File: src/rtl/core/sme_pkg.sv
`default_nettype none
package sme_pkg;

    localparam int CMD_W    = 5;
    localparam int WORD_W   = 64;
    localparam int CODE_AW  = 16;
    localparam int STATUS_W = 4;
    localparam int APB_AW   = 3;
    localparam int APB_DW   = 32;

    typedef logic [WORD_W-1:0]   t_word;
    typedef logic [CODE_AW-1:0]  t_code_addr;
    typedef logic [STATUS_W-1:0] t_status;
    typedef logic [CMD_W-1:0]    t_opcode;

    localparam t_opcode OP_PUSH  = 5'd0;
    localparam t_opcode OP_OUT   = 5'd1;
    localparam t_opcode OP_HLT   = 5'd2;
    localparam t_opcode OP_ADD   = 5'd3;
    localparam t_opcode OP_SUB   = 5'd4;
    localparam t_opcode OP_MUL   = 5'd5;
    localparam t_opcode OP_DIV   = 5'd6;
    localparam t_opcode OP_SQRT  = 5'd7;
    localparam t_opcode OP_PUSHR = 5'd8;
    localparam t_opcode OP_POPR  = 5'd9;
    localparam t_opcode OP_JMP   = 5'd10;
    localparam t_opcode OP_JB    = 5'd11;
    localparam t_opcode OP_JBE   = 5'd12;
    localparam t_opcode OP_JA    = 5'd13;
    localparam t_opcode OP_JAE   = 5'd14;
    localparam t_opcode OP_JE    = 5'd15;
    localparam t_opcode OP_JNE   = 5'd16;
    localparam t_opcode OP_CALL  = 5'd17;
    localparam t_opcode OP_RET   = 5'd18;
    localparam t_opcode OP_PUSHM = 5'd19;
    localparam t_opcode OP_POPM  = 5'd20;
    localparam t_opcode OP_PUSHV = 5'd21;
    localparam t_opcode OP_POPV  = 5'd22;
    localparam t_opcode OP_DRW   = 5'd23;
    localparam t_opcode OP_PAUSE = 5'd24;

    localparam t_status ST_RUN     = 4'd0;
    localparam t_status ST_HALT    = 4'd1;
    localparam t_status ST_END     = 4'd2;
    localparam t_status ST_DIVZ    = 4'd3;
    localparam t_status ST_SQRTNEG = 4'd4;
    localparam t_status ST_BADREG  = 4'd5;
    localparam t_status ST_RAM     = 4'd6;
    localparam t_status ST_VRAM    = 4'd7;
    localparam t_status ST_UNDER   = 4'd8;
    localparam t_status ST_OVER    = 4'd9;
    localparam t_status ST_RETF    = 4'd10;
    localparam t_status ST_BADOP   = 4'd11;

    localparam logic [APB_AW-1:0] REG_PROGRAM_LENGTH = 3'd0;

    typedef logic [1:0] t_arith_op;
    localparam t_arith_op AR_MUL  = 2'd0;
    localparam t_arith_op AR_DIV  = 2'd1;
    localparam t_arith_op AR_SQRT = 2'd2;

    typedef struct packed {
        logic accept;
        logic rd_second;
        logic commit;
        logic arith_start;
        logic clr_step;
    } t_ctrl_cmd;

    typedef struct packed {
        logic needs_arith;
        logic arith_done;
        logic clr_done;
        logic out_busy;
    } t_dp_stat;

endpackage
`default_nettype wire

File: src/rtl/core/sme_ctrl.sv
`default_nettype none
module sme_ctrl (
    input  wire logic               i_clk,
    input  wire logic               i_rst_n,
    input  wire logic               i_in_valid,
    output logic                    o_in_ready,
    input  wire sme_pkg::t_dp_stat  i_stat,
    output sme_pkg::t_ctrl_cmd      o_cmd
);
    import sme_pkg::*;

    localparam logic [2:0] S_CLEAR = 3'd0;
    localparam logic [2:0] S_IDLE  = 3'd1;
    localparam logic [2:0] S_RD2   = 3'd2;
    localparam logic [2:0] S_EVAL  = 3'd3;
    localparam logic [2:0] S_ARITH = 3'd4;

    logic [2:0] r_state;
    logic [2:0] n_state;

    always_comb begin
        n_state    = r_state;
        o_cmd      = '0;
        o_in_ready = 1'b0;
        unique case (r_state)
            S_CLEAR: begin
                o_cmd.clr_step = 1'b1;
                if (i_stat.clr_done) begin
                    n_state = S_IDLE;
                end
            end
            S_IDLE: begin
                o_in_ready = 1'b1;
                if (i_in_valid) begin
                    o_cmd.accept = 1'b1;
                    n_state      = S_RD2;
                end
            end
            S_RD2: begin
                o_cmd.rd_second = 1'b1;
                n_state         = S_EVAL;
            end
            S_EVAL: begin
                if (i_stat.needs_arith) begin
                    o_cmd.arith_start = 1'b1;
                    n_state           = S_ARITH;
                end else if (!i_stat.out_busy) begin
                    o_cmd.commit = 1'b1;
                    n_state      = S_IDLE;
                end
            end
            S_ARITH: begin
                if (i_stat.arith_done && !i_stat.out_busy) begin
                    o_cmd.commit = 1'b1;
                    n_state      = S_IDLE;
                end
            end
            default: begin
                n_state = S_IDLE;
            end
        endcase
    end

    always_ff @(posedge i_clk) begin
        if (!i_rst_n) begin
            r_state <= S_CLEAR;
        end else begin
            r_state <= n_state;
        end
    end

endmodule
`default_nettype wire

File: config.mk
export PLATFORM = sky130hd
export DESIGN_NAME = sme_ctrl
export DESIGN_NICKNAME = d
export VERILOG_FILES = /design/src/rtl/core/sme_pkg.sv /design/src/rtl/core/sme_ctrl.sv
export SDC_FILE = /design/constraint.sdc
export NUM_CORES = 1
export LEC_CHECK = 0
export BUFFER_PORTS_ARGS = -buffer_cell sky130_fd_sc_hd__buf_2
export CAP_MARGIN = 20
export CORE_AREA = 2 2 39 41
export CTS_CLUSTER_SIZE = 14
export DETAILED_ROUTE_END_ITERATION = 16
export DIE_AREA = 0 0 41 43
export SLEW_MARGIN = 0
export SYNTH_ARGS = -nofsm -noshare
export SYNTH_HDL_FRONTEND = slang
export SYNTH_SLANG_ARGS = --single-unit
File: constraint.sdc
create_clock -name i_clk -period 1.7 [get_ports i_clk]
set_input_delay 0 -clock i_clk [delete_from_list [all_inputs] [get_ports i_clk]]
set_output_delay 0 -clock i_clk [all_outputs]
set_load 0.01 [all_outputs]
==> metrics.md <==
| Metric | Value |
|---|---|
| Result of the run | finished, final reports clean |
| Max-slew violation count | 0 |
| Worst-Margin Slew | 0.294 ns |
| Number of distinct standard cells referenced by the synthesized netlist | 19 |
| Last weighted congestion value of the routability-driven placer | 0.747 |
| Post-layout min period | 1.28 ns |
| Yosys warnings | 0 |
| Cell area after technology mapping | ~230 um2 |
| DRC marker count from the first detailed-route iteration | 3 |
| Synthesized net count | 34 |
| Wire length of the first global-routing pass | ~880 um |
| Cells resized by post-CTS repair | 0 |
| Power per unit of standard cell area | around 810 nW/um2 |
| Number of buffers created by CTS | 3 |
| Biggest area contributors in the synthesized netlist | sky130_fd_sc_hd__dfxtp_1, sky130_fd_sc_hd__and3_1, sky130_fd_sc_hd__nand2b_1 |
| Worst-path cell with the longest stage delay | sky130_fd_sc_hd__dfxtp_1 |
| CTS H-tree depth | 1 |
| Final Util | 0.236 |
| Kind of path behind the tightest hold check | in -> reg |
| Total routing resource utilization after global routing | 0.0772 |
| Register with the most flip-flops | r_state |
| Cell Rows | 14 |
| Type of the setup path with the least slack | reg -> out |
| Number of filler cells placed in the layout | 165 |
| Routed wire length | 550 um |
| Crit path cell chain | nor2b_2, and2b_2, and2_1, buf_2 |
| Met3 wire length | roughly 40 um |
| Gate count of the mapped netlist | 27 |
| Remaining design rule violation count | 0 |
| Proportion of synthesized flip-flops having asynchronous set or reset | 0 |
| Crit share post-route | 0.750 |
| Clock input transition at the sequential cells of the worst setup and hold paths | 0.04 ns |
| RSZ-0062 raised after global routing | no |
| Hold-fix buffer count after cts | 0 |
| Yosys reg bits | 3 |
| Static leakage | 0.160 nW |
| Slew margin rel. | 0.804 |
| Number of flip-flops in the largest register | 3 |
| Maximum number of pins on one net before global-route repair | 10 |
| Total iterations of the first detailed-routing run | 3 |
| I/O pin cnt | 13 |
| Count of antenna diodes in the layout | 0 |
| Post-Syn Area per Cell | between 8 and 9 um2 |
| CTS tree | yes |
| Final total negative setup slack | 0 ns |
| Total number of vias | 234 |
| Count of input and output buffers | 12 |
| Total non-filler cell area in the finished layout | 327 um2 |
| Post-route met1 wirelength | between 200 and 300 um |
| CTS Root Cell | sky130_fd_sc_hd__clkbuf_4 |
| Top post-synthesis cells by count | sky130_fd_sc_hd__and3_1, sky130_fd_sc_hd__dfxtp_1, sky130_fd_sc_hd__nand2b_1 |
| Number of max-cap violations | 0 |
| Total congestion overflow | 0 |
| Number of vias per cell after detailed routing | just over 4 |
| Effective utilization at floorplan | 0.167 |
| Die X-Extent | 41 um |
| Signal arrival time at the worst endpoint | 1.28 ns |
| Remaining number of nets flagged by the antenna check after routing | 0 |
| Worst skew pair latency | 0.23 ns |
| Floorplan die height | around 43 um |
| Final number of hold-violating endpoints | 0 |
| Largest driver fanout on the critical path | 7 |
| Kind of end point of the critical path | output port |
| Registers with the most flip-flops | r_state (3) |
| Worst-case clock skew | 0.000236 ns |
| Share of post-route cells with drive strength above 1 | 0.476 |
| Core outline area | 1380 um2 |
| Critical Path RT | 1.70 ns |
| Initial antenna violation count | 0 |
| Post-CTS Setup Bufs | 0 |
| Area of the die | 1760 um2 |
| Met2 routed WL | between 200 and 300 um |
| Fmax | roughly 0.8 GHz |
| Kind of start point of the critical path | flop |
| Layout net count | 50 |
| Largest stage delay, worst path | 0.43 ns |
| Sink count of the clock tree | 3 |
| Top layer in use | met3 |
| WHS | roughly 0.011 ns |
| Avg WL per Cell | 9.48 um |
| Final setup violating endpoints | 0 |
| Portion of synthesized cell area occupied by the leading cell type | 0.259 |
| Fraction of the yosys area taken by sequential cells | 0.259 |
| Count of flip-flops with a built-in enable after synthesis | 0 |
| Cell accounting for the most synthesized area | sky130_fd_sc_hd__dfxtp_1 |
| Syn-to-layout area delta | 41.1% |
| Post-detailed-placement cell area | 300 um2 |
| Max clock buf depth | 2 |
| Post-synth top flop | sky130_fd_sc_hd__dfxtp_1 |
| Number of global-route vias before repair | 209 |
| Worst vdd ir | 0.254 mV |
[per-stage QoR]
| stage | total power [mW] | instances | worst slack, ns |
|---|---|---|---|
| floorplan | 0.123 | 27 | 0.737 |
| global placement | 0.144 | 54 | 0.651 |
| detailed placement | 0.144 | 54 | 0.645 |
| CTS | 0.271 | 58 | 0.431 |
| global route | 0.292 | 58 | 0.324 |
| finish | 0.265 | 58 | 0.424 |
[cell families (layout without fill, tap and decap cells)]
group | count (synthesis) | after routing | synth area share
compound gates | 5 | 5 | 0.141
buf+inv | 2 | 17 | 0.0648
simple gates | 16 | 16 | 0.470
flops | 3 | 3 | 0.259
mux | 1 | 1 | 0.0648
[layout by cell type (no fill, tap or decap)]
cell type	count
sky130_fd_sc_hd__dfxtp_1	3
sky130_fd_sc_hd__a31oi_1	2
sky130_fd_sc_hd__and3_4	1
sky130_fd_sc_hd__clkbuf_4	3
sky130_fd_sc_hd__inv_1	1
sky130_fd_sc_hd__nand2_1	1
sky130_fd_sc_hd__and4bb_2	1
sky130_fd_sc_hd__o211ai_1	1
sky130_fd_sc_hd__nand2b_1	3
sky130_fd_sc_hd__nor3b_1	1
sky130_fd_sc_hd__and3_1	3
sky130_fd_sc_hd__nor2_1	2
sky130_fd_sc_hd__buf_2	12
sky130_fd_sc_hd__mux2_4	1
sky130_fd_sc_hd__o21a_1	1
sky130_fd_sc_hd__clkbuf_1	1
sky130_fd_sc_hd__and2_1	1
sky130_fd_sc_hd__nor2b_2	1
sky130_fd_sc_hd__and2b_2	1
sky130_fd_sc_hd__nor3_1	1
sky130_fd_sc_hd__a21oi_1	1
[worst paths after layout]
path                                  from         end  slack [ns]  cells past startpoint
worst max-delay path            r_state[0]    o_cmd[4]        0.42                      4
worst min-delay path               i_rst_n  r_state[2]        0.01                      2
worst max register to register  r_state[1]  r_state[0]        0.63                      3
worst min register to register  r_state[2]  r_state[1]        0.63                      2
[layer usage]
| metal | global-route usage | vias to the layer above |
|---|---|---|
| met5 | 0 | - |
| met3 | 0.0419 | 0 |
| met2 | 0.103 | 9 |
| met1 | 0.0863 | 97 |
| li1 | - | 128 |
| met4 | 0.0600 | 0 |
[final cells by class]
| type | instances | area, um2 | share of cell area |
|---|---|---|---|
| Timing Repair Buffer | 12 | 60.1 | 0.184 |
| Multi-Input combinational cell | 22 | 156 | 0.479 |
| Clock buffer | 4 | 26.3 | 0.0805 |
| Inverter | 1 | 3.75 | 0.0115 |
| Tap cell | 16 | 20.0 | 0.0613 |
| Sequential cell | 3 | 60.1 | 0.184 |
[critical path, delay by kind of cell, from the launching register on]
family	cells	cell delay (ns)
flops	1	0.43
simple gates	3	0.49
buf+inv	1	0.12
[power breakdown]
part	total (mW)	internal [mW]	switching [mW]
sequential	0.0855	0.0757	0.00975
clock	0.122	0.0878	0.0344
combinational	0.0573	0.0316	0.0257
total	0.265	0.195	0.0699
(Power assumes the default switching activity.)
